`src/sv/atvv_pkg.sv`:
```
package atvv_pkg;

  localparam int TABLE_LEN   = 24;
  localparam int ONE_G_Q14   = 16384;
  localparam int VEL_GAIN    = 2633352;
  localparam int CORDIC_K    = 652032874;
  localparam int ANGLE_LIMIT = 23040;

  localparam logic CMD_LOAD = 1'b0;
  localparam logic CMD_VEL  = 1'b1;

  localparam logic REG_RANGE = 1'b0;
  localparam logic REG_ANGLE = 1'b1;

  // CORDIC angle table, degrees * 2^16
  function automatic logic [21:0] atan_lut(input logic [4:0] idx);
    logic [21:0] v;
    case (idx)
      5'd0:  v = 22'd2949120;
      5'd1:  v = 22'd1740967;
      5'd2:  v = 22'd919879;
      5'd3:  v = 22'd466945;
      5'd4:  v = 22'd234379;
      5'd5:  v = 22'd117304;
      5'd6:  v = 22'd58666;
      5'd7:  v = 22'd29335;
      5'd8:  v = 22'd14668;
      5'd9:  v = 22'd7334;
      5'd10: v = 22'd3667;
      5'd11: v = 22'd1833;
      5'd12: v = 22'd917;
      5'd13: v = 22'd458;
      5'd14: v = 22'd229;
      5'd15: v = 22'd115;
      5'd16: v = 22'd57;
      5'd17: v = 22'd29;
      5'd18: v = 22'd14;
      5'd19: v = 22'd7;
      5'd20: v = 22'd4;
      5'd21: v = 22'd2;
      5'd22: v = 22'd1;
      default: v = 22'd0;
    endcase
    return v;
  endfunction

  typedef enum logic [4:0] {
    ST_IDLE, ST_LOAD,
    ST_SQ_INIT, ST_SQ_RUN, ST_VEC_INIT, ST_VEC_RUN, ST_VEC_DONE,
    ST_ROT_INIT, ST_ROT_RUN, ST_ROT_DONE,
    ST_M1, ST_M2, ST_M3, ST_M4, ST_M5, ST_M6, ST_SUM, ST_DELTA, ST_ACC,
    ST_OUT
  } state_t;

  // controller to datapath
  typedef struct packed {
    logic load;        // capture sample
    logic sq_init;     // start square root
    logic sq_step;
    logic vec_init;
    logic vec_step;
    logic vec_done;    // store angle
    logic rot_init;
    logic rot_step;
    logic rot_done;    // store sin/cos
    logic sel;         // 0 roll, 1 pitch
    logic [2:0] mstep; // multiply step, 0 none
    logic sum;
    logic delta;
    logic acc;
    logic clr_sat;
  } cmd_t;

  typedef struct packed {
    logic sq_last;
    logic cordic_last;
    logic angle_en;
  } sts_t;

endpackage

```
`src/sv/atvv_ctrl.sv`:
```
module atvv_ctrl
  import atvv_pkg::*;
(
  input  logic clk,
  input  logic rst_n,
  input  logic start,
  input  logic command,
  input  logic out_free,
  input  sts_t sts,
  output cmd_t cmd,
  output logic busy,
  output logic done
);

  state_t state_r, state_nxt;
  logic   sel_r, sel_nxt;

  // advance state
  always_ff @(posedge clk) begin
    if (!rst_n) begin
      state_r <= ST_IDLE;
      sel_r   <= 1'b0;
    end else begin
      state_r <= state_nxt;
      sel_r   <= sel_nxt;
    end
  end

  // next state
  always_comb begin
    state_nxt = state_r;
    sel_nxt   = sel_r;
    case (state_r)
      ST_IDLE: if (start) begin
        sel_nxt   = 1'b0;
        state_nxt = (command == CMD_LOAD) ? ST_LOAD : ST_ROT_INIT;
      end
      ST_LOAD:     state_nxt = sts.angle_en ? ST_SQ_INIT : ST_OUT;
      ST_SQ_INIT:  state_nxt = ST_SQ_RUN;
      ST_SQ_RUN:   if (sts.sq_last) state_nxt = ST_VEC_INIT;
      ST_VEC_INIT: state_nxt = ST_VEC_RUN;
      ST_VEC_RUN:  if (sts.cordic_last) state_nxt = ST_VEC_DONE;
      ST_VEC_DONE: begin
        sel_nxt   = 1'b1;
        state_nxt = sel_r ? ST_OUT : ST_SQ_INIT;
      end
      ST_ROT_INIT: state_nxt = ST_ROT_RUN;
      ST_ROT_RUN:  if (sts.cordic_last) state_nxt = ST_ROT_DONE;
      ST_ROT_DONE: begin
        sel_nxt   = 1'b1;
        state_nxt = sel_r ? ST_M1 : ST_ROT_INIT;
      end
      ST_M1:    state_nxt = ST_M2;
      ST_M2:    state_nxt = ST_M3;
      ST_M3:    state_nxt = ST_M4;
      ST_M4:    state_nxt = ST_M5;
      ST_M5:    state_nxt = ST_M6;
      ST_M6:    state_nxt = ST_SUM;
      ST_SUM:   state_nxt = ST_DELTA;
      ST_DELTA: state_nxt = ST_ACC;
      ST_ACC:   state_nxt = ST_OUT;
      ST_OUT:   if (out_free) state_nxt = ST_IDLE;
      default:  state_nxt = ST_IDLE;
    endcase
  end

  // outputs
  always_comb begin
    cmd      = '0;
    cmd.sel  = sel_r;
    busy     = (state_r != ST_IDLE);
    done     = 1'b0;
    case (state_r)
      // capture the sample at the accepting edge
      ST_IDLE: begin
        cmd.clr_sat = start;
        cmd.load    = start && (command == CMD_LOAD);
      end
      ST_SQ_INIT:  cmd.sq_init  = 1'b1;
      ST_SQ_RUN:   cmd.sq_step  = 1'b1;
      ST_VEC_INIT: cmd.vec_init = 1'b1;
      ST_VEC_RUN:  cmd.vec_step = 1'b1;
      ST_VEC_DONE: cmd.vec_done = 1'b1;
      ST_ROT_INIT: cmd.rot_init = 1'b1;
      ST_ROT_RUN:  cmd.rot_step = 1'b1;
      ST_ROT_DONE: cmd.rot_done = 1'b1;
      ST_M1:       cmd.mstep    = 3'd1;
      ST_M2:       cmd.mstep    = 3'd2;
      ST_M3:       cmd.mstep    = 3'd3;
      ST_M4:       cmd.mstep    = 3'd4;
      ST_M5:       cmd.mstep    = 3'd5;
      ST_M6:       cmd.mstep    = 3'd6;
      ST_SUM:      cmd.sum      = 1'b1;
      ST_DELTA:    cmd.delta    = 1'b1;
      ST_ACC:      cmd.acc      = 1'b1;
      ST_OUT:      done         = out_free;
      default:     busy         = 1'b1;
    endcase
  end

endmodule

```
`config.mk`:
```
export PLATFORM = sky130hd
export DESIGN_NAME = atvv_ctrl
export DESIGN_NICKNAME = d
export VERILOG_FILES = /design/src/sv/atvv_pkg.sv /design/src/sv/atvv_ctrl.sv
export SDC_FILE = /design/constraint.sdc
export NUM_CORES = 1
export LEC_CHECK = 0
export BUFFER_PORTS_ARGS = -buffer_cell sky130_fd_sc_hd__buf_2
export CAP_MARGIN = 20
export CORE_UTILIZATION = 40
export DETAILED_ROUTE_END_ITERATION = 6
export PLACE_DENSITY = 0.79
export SLEW_MARGIN = 20
export SYNTH_ARGS = -nofsm -noshare
export SYNTH_HDL_FRONTEND = slang
export SYNTH_SLANG_ARGS = --single-unit
export TNS_END_PERCENT = 30
```
`constraint.sdc`:
```
create_clock -name clk -period 1.6 [get_ports clk]
set_input_delay 0.32 -clock clk [delete_from_list [all_inputs] [get_ports clk]]
set_output_delay 0.32 -clock clk [all_outputs]
set_load 0.05 [all_outputs]
```
==> results of run 1 <==
[cells in the final DEF, fill, tap and decap left out, drive strengths merged, types with 2 or more instances in the layout]
cell type and n:
a211oi 2, nor3 7, o32a 2, nand2b 7, nand2 7, buf 51, nand3 4, a21oi 5
and3 3, nor2 14, clkbuf 3, and2 2, dfxtp 6, o21ai 2, a2111oi 2, inv 3
[how the worst max path moves through the flow]
stage          startpoint      end
2_1_floorplan  state_r[2]  cmd[14]
3_3_place_gp   state_r[3]   cmd[9]
4_1_cts        state_r[2]  cmd[14]
5_1_grt        state_r[2]   cmd[3]
3_5_place_dp   state_r[3]   cmd[9]
6_report       state_r[2]   cmd[3]
[sequential cells by signal, summed over array words and instances, names as in the netlist]
signal,count
sel_r,1
state_r,5
[kinds of logic after synthesis]
| family | after synthesis |
|---|---|
| and+or+nand+nor | 54 |
| buffers and inverters | 13 |
| DFF | 6 |
| muxes | 1 |
| AOI/OAI and AO/OA | 21 |
[final cells by class]
class                           count  share of cell area [%]
Sequential cell                     6                    10.5
Clock buffer                        3                    1.74
Inverter                            3                    1.06
Multi-Input combinational cell     76                    49.6
Timing Repair Buffer               51                    35.5
Tap cell                           16                    1.55
[stage by stage]
| step | setup WS (ns) | hold WS, ns | power, mW |
|---|---|---|---|
| 2_1_floorplan | -0.116 | 0.498 | 1.45 |
| 3_3_place_gp | -0.00642 | 0.596 | 1.83 |
| 3_5_place_dp | -0.0745 | 0.617 | 1.85 |
| 4_1_cts | -0.0538 | 0.385 | 2.23 |
| 5_1_grt | -0.124 | 0.403 | 2.78 |
| 6_report | -0.0824 | 0.387 | 2.66 |
[worst min-delay path, delay by kind of cell]
family / cells / cell delay, ns
buffers and inverters: 1 / 0.09
AND/OR/NAND/NOR: 1 / 0.11
AO/OA/AOI/OAI: 1 / 0.06
[power breakdown]
| group | switching, mW | internal, mW | leakage [nW] | total, mW |
|---|---|---|---|---|
| clock network | 0.0544 | 0.0848 | 0.0138 | 0.139 |
| registers | 0.163 | 0.224 | 0.0522 | 0.387 |
| logic | 1.18 | 0.948 | 0.473 | 2.13 |
[timing repair]
action                                  4_1_cts  5_1_grt
pin swaps                                     6        6
hold buffers                                  0        0
endpoints found under the setup margin       19       19
resized for setup                            43       35
buffers inserted                              4        6
[synthesized netlist by cell type (all sizes together) (2+ instances only)]
cell	n
o32a	2
buf	10
a211oi	2
nor3	7
nand2b	7
and2	2
a21oi	5
inv	3
nand3	4
nand2	7
o21ai	2
a2111oi	2
and3	3
nor2	14
dfxtp	6
[routing by layer]
layer | global-route usage (%) | vias up | wire length, um
met4 | 10.0 | 0 | 141
li1 | - | 436 | -
met1 | 31.7 | 472 | 980
met3 | 3.40 | 22 | 203
met2 | 44.5 | 80 | 1460
met5 | 0 | - | 0
==> reports/metrics.cfg, run 1 <==
[yosys]
yosys.area_share.simple_pct = 43.5
synth_mux_area_share_pct = 1.50
synth_compound_area_share_pct = 24.8
synth_nets = 103
ys_warn_count = 0
synth-edff-count = 0
yosys.cell_types.count = 40
async_flop_share_pct = 0
synth_top_area_share_pct = 18.0
syn_avg_cell_area_um2 = 7.02
yosysTopAreaCell = dfxtp_1
synth_top_family_by_area = simple AND/OR/NAND/NOR gates
syn_area_um2 = 667
yosys.area_share.adder_pct = 0
synth_ff_type = dfxtp_1
synth_xor_area_share_pct = 0
ys_seq_area_share_pct = 18.0
ys_seq_elements = 6
synthCells = 95
synth.area.top_cells = dfxtp_1, nor2_1, nand2b_1

[cells_and_area]
seq_area_um2 = 136
finalNonFillerCells = 155
multi_input_area_um2 = 642
diodes = 0
final_area_um2 = 1290
fin_nets = 149
drive_gt1_share_pct = 64.7
syn2layout_area_growth_pct = 94.0
n_fill_cell = 85
fin_util_pct = 84.9

[sta]
finalCritPeriodShare_pct = 105
worst_pin_slew_ns = 0.502
hold_viol_final = 0
fmax_mhz = 594
fin_crit_ns = 1.68
fin_ws_ns = -0.0824
slew_headroom_pct = 65.6
setup_violations = 11
fin_setup_tns_ns = -0.451
rsz0062_at_grt = yes
skew_ns = 0.00554
slew_violations = 0

[critical_path]
end_kind = output port
cpMaxStageDelayCell = dfxtp_4
cp_num_cells = 6
start_kind = flip-flop
rrSetupSlack_ns = 0.04
arrival_ns = 1.36
r2r_end = state_r[3]
path_class = flip-flop to output port
crit_chain = buf_12 -> nor2_4 -> buf_6 -> nand2_8 -> nor3_4 -> buf_6
cp_max_fo = 7
crit_family = buffers and inverters
reg2reg_from = state_r[0]
crit_buf_inv = 3
worstPathRequired_ns = 1.28
slowest_delay_ns = 0.37
ff2ff_path_depth = 4
cp_common_cell = buf_6

[clock_tree]
numCtsBuffers = 3
cts_tree = done
clkTransAtPathRegs_ns = 0.04
root_buffer = clkbuf_4
clk-insertion-delay-late_ns = 0.25
clk_path_buf_depth = 2
htreeDepth = 1
clkSinkCount = 6

[die]
die_w_um = 42.8
initial_core_util_pct = 43.8
rows = 14
ios = 27
dieArea_um2 = 1830
die_h_um = 42.8
core_area_um2 = 1520

[grt]
antenna_found_initial = 0
grt_pass1_wl_mm = 3.65
grt_start_max_net_pins = 14
grtUsageTotal_pct = 25.7
grt_overflow = 0
grt_pass1_vias = 849

[run]
cap_violations = 0

[placement]
io_buffers = 26
dpl.cell_count = 142
dpl.hpwl_mm = 1.51
place.gp.congestion = 0.903
dpl_cell_area_um2 = 956

[route]
finalWirelength_mm = 2.78
ant_nets = 0
vias = 1010
drtPass1Iterations = 4
via_per_inst = 6.52
drc_errors = 0
wl_per_cell_um = 17.9
drt_iter0_markers = 33

[outcome]
violations = negative setup slack
outcome = finished with violations

[power]
vdd_drop_max_mv = 1.97
p_leak_nw = 0.539
power_density_nw_per_um2 = 2050

[worst_hold_path]
whs_path_depth = 3
hp-class = input port to flip-flop
hp-start = sts[1]
hold_end = state_r[2]

No activity file was read; power rests on OpenSTA's default activity.
==> inputs of run 2 (changes only) <==
Settings changed: CORE_ASPECT_RATIO set to 0.7, CORE_UTILIZATION 40 to 25, PLACE_DENSITY 0.79 to 0.58.
Clock period 1.6 ns to 2 ns, I/O delays scaled along.
==> run 2 against run 1 <==
The run now ends clean. Power is 46% lower. Sequential power down 29%. Sequential share of layout area increased by 3.8 points. Critical path depth down 2. Cell area fell by 34%. Flip-flop and latch count unchanged. Combinational power decreased by 54%. Final cell count is 1.9% lower. Critical endpoint is now cmd[8]. Highest routed layer is now met3.
==> reports/metrics.cfg, run 2 (synthesized netlist as in run 1, its figures left out) <==
[outcome]
outcome = finished clean  ; was finished with violations

[clock_tree]
clkSinkCount = 6  ; unchanged
post_cts_buffers = 0  ; was 4
clkTransAtPathRegs_ns = 0.04  ; about the same
cts_tree = done  ; unchanged
numCtsBuffers = 3  ; unchanged
root_buffer = clkbuf_8  ; was clkbuf_4
cts_resized = 1  ; was 43
htreeDepth = 1  ; unchanged
clk_path_buf_depth = 2  ; unchanged
cts_hold_buf = 0  ; unchanged
clk-insertion-delay-late_ns = 0.22  ; was 0.25 ns

[cells_and_area]
diodes = 0  ; unchanged
finalNonFillerCells = 152  ; was 155
largest_reg_flops = 5  ; unchanged
fin_nets = 128  ; was 149
drive_gt1_share_pct = 36.4  ; was 64.7%
syn2layout_area_growth_pct = 28.5  ; was 94.0%
layout_common_cells = buf_2, nor2_1, nand2b_1, nand2_1, nor3_1  ; was buf_4, buf_6, buf_2, nor2_4, nor2_2
fin_util_pct = 34.3  ; was 84.9%
largest_register = state_r  ; unchanged
reg.largest.list = state_r x5, sel_r x1  ; unchanged
final_common_cell = buf_2  ; was buf_4
n_fill_cell = 288  ; was 85

[sta]
finalCritPeriodShare_pct = 94.8
slew_headroom_pct = 69.0  ; was 65.6%
rsz0062_at_grt = no  ; was yes
skew_ns = 0.00198  ; was 0.00554 ns
hold_ws_ns = 0.493  ; was 0.387 ns
setup_violations = 0  ; was 11
fmax_mhz = 527
fin_setup_tns_ns = 0  ; was -0.451 ns
fin_crit_ns = 1.90
worst_pin_slew_ns = 0.453  ; was 0.502 ns
hold_viol_final = 0  ; unchanged
slew_violations = 0  ; unchanged

[power]
vdd_drop_max_mv = 0.601  ; was 1.97 mV
power_frac_comb_pct = 68.3  ; was 80.2%
power_density_nw_per_um2 = 1670  ; was 2050 nW/um2
internal_power_mw = 0.622  ; was 1.26 mW
power_mw = 1.43  ; was 2.66 mW
seqPwrFrac_pct = 19.1  ; was 14.6%
p_leak_nw = 0.383  ; was 0.539 nW
clkPwrFrac_pct = 12.6  ; was 5.2%
switchingPower_mw = 0.806  ; was 1.40 mW
p_sw_share_pct = 56.4  ; was 52.7%

[grt]
grtUsageTotal_pct = 14.2  ; was 25.7%
grt_pass1_vias = 611  ; was 849
grt_pass1_wl_mm = 3.13  ; was 3.65 mm
grt_overflow = 0  ; unchanged
antenna_found_initial = 0  ; unchanged
grt_start_max_net_pins = 19  ; was 14

[worst_hold_path]
hp-class = input port to flip-flop  ; unchanged
whs_path_depth = 3  ; unchanged

[die]
initial_core_util_pct = 26.7  ; was 43.8%
core_area_um2 = 2500  ; was 1520 um2
die_h_um = 45.2  ; was 42.8 um
dieArea_um2 = 2880  ; was 1830 um2
die_w_um = 63.7  ; was 42.8 um
ios = 27  ; unchanged
rows = 15  ; was 14

[placement]
place.gp.congestion = 0.905  ; was 0.903
io_buffers = 26  ; unchanged
dpl.hpwl_mm = 1.50  ; was 1.51 mm
dpl.cell_count = 149  ; was 142

[critical_path]
crit_buf_inv = 2  ; was 3
slowest_delay_ns = 0.36  ; was 0.37 ns
ff2ff_path_depth = 5  ; was 4
crit_start = state_r[1]  ; was state_r[2]
arrival_ns = 1.50  ; was 1.36 ns
crit_family = buffers and inverters  ; unchanged
end_kind = output port  ; unchanged
endpoint = cmd[8]  ; was cmd[3]
start_kind = flip-flop  ; unchanged
crit_chain = buf_4 -> nand2b_1 -> nor3_1 -> buf_2  ; was buf_12 -> nor2_4 -> buf_6 -> nand2_8 -> nor3_4 -> buf_6
reg2reg_from = state_r[1]  ; was state_r[0]
cp_num_cells = 4  ; was 6
rrSetupSlack_ns = 0.35  ; was 0.04 ns
path_class = flip-flop to output port  ; unchanged
worstPathRequired_ns = 1.60  ; was 1.28 ns
cpMaxStageDelayCell = dfxtp_1  ; was dfxtp_4
r2r_end = state_r[2]  ; was state_r[3]
cp_max_fo = 14  ; was 7

[route]
drtPass1Iterations = 4  ; unchanged
wl_per_cell_um = 12.6  ; was 17.9 um
finalWirelength_mm = 1.91  ; was 2.78 mm
drc_errors = 0  ; unchanged
ant_nets = 0  ; unchanged
vias = 782  ; was 1,010
drt_iter0_markers = 84  ; was 33
via_per_inst = 5.14  ; was 6.52

[run]
cap_violations = 0  ; unchanged

==> run 2: cell count changes in the layout (fill, tap and decap cells not counted), sizes merged <==
| cell | change |
|---|---|
| buf | -22 |
| clkbuf | +1 |
==> run 2: worst min-delay path by stage <==
stage	startpoint	end	slack, ns
6_report	sts[1]	state_r[2]	0.49
5_1_grt	sts[1]	state_r[2]	0.51
4_1_cts	sts[1]	state_r[2]	0.48
3_5_place_dp	sel_r	sel_r	0.59
3_3_place_gp	sel_r	sel_r	0.60
2_1_floorplan	sel_r	sel_r	0.53
==> run 2: cell type report <==
type	count	area, um2	area share (%)
sequential	6	123	14.3
multi-input combinational	76	477	55.6
tap	34	42.5	4.96
inverter	3	11.3	1.31
timing repair buffer	30	163	19.0
clock buffer	3	41.3	4.82
==> run 2: layer usage <==
layer  global-route usage [%]  routed length [um]  share of wire [%]
met3                     5.05                 120                6.3
met1                     22.7                 988                 52
met5                        0                   0                  0
met4                     1.36                   0                  0
met2                     17.7                 804                 42
==> run 2: worst register-to-register path, cell delays in order (launching register included) <==
cell and delay [ns]:
dfxtp_1 0.44, buf_4 0.24, nor2_1 0.08, a2111oi_0 0.44
o2111ai_1 0.19, a21oi_1 0.18
==> run 2: through the flow <==
stage / area [um2] / worst slack, ns
6_report: 857 / 0.104
5_1_grt: 857 / 0.00775
4_1_cts: 848 / 0.0565
3_5_place_dp: 806 / 0.195
3_3_place_gp: 806 / 0.224
2_1_floorplan: 673 / -0.366
==> run 2: power groups by stage <==
stage	clock, mW	combinational [mW]	sequential [mW]
2_1_floorplan	0	0.889	0.178
3_3_place_gp	0	0.963	0.268
3_5_place_dp	0	0.955	0.267
4_1_cts	0.187	0.961	0.266
5_1_grt	0.192	1.05	0.290
6_report	0.179	0.976	0.273
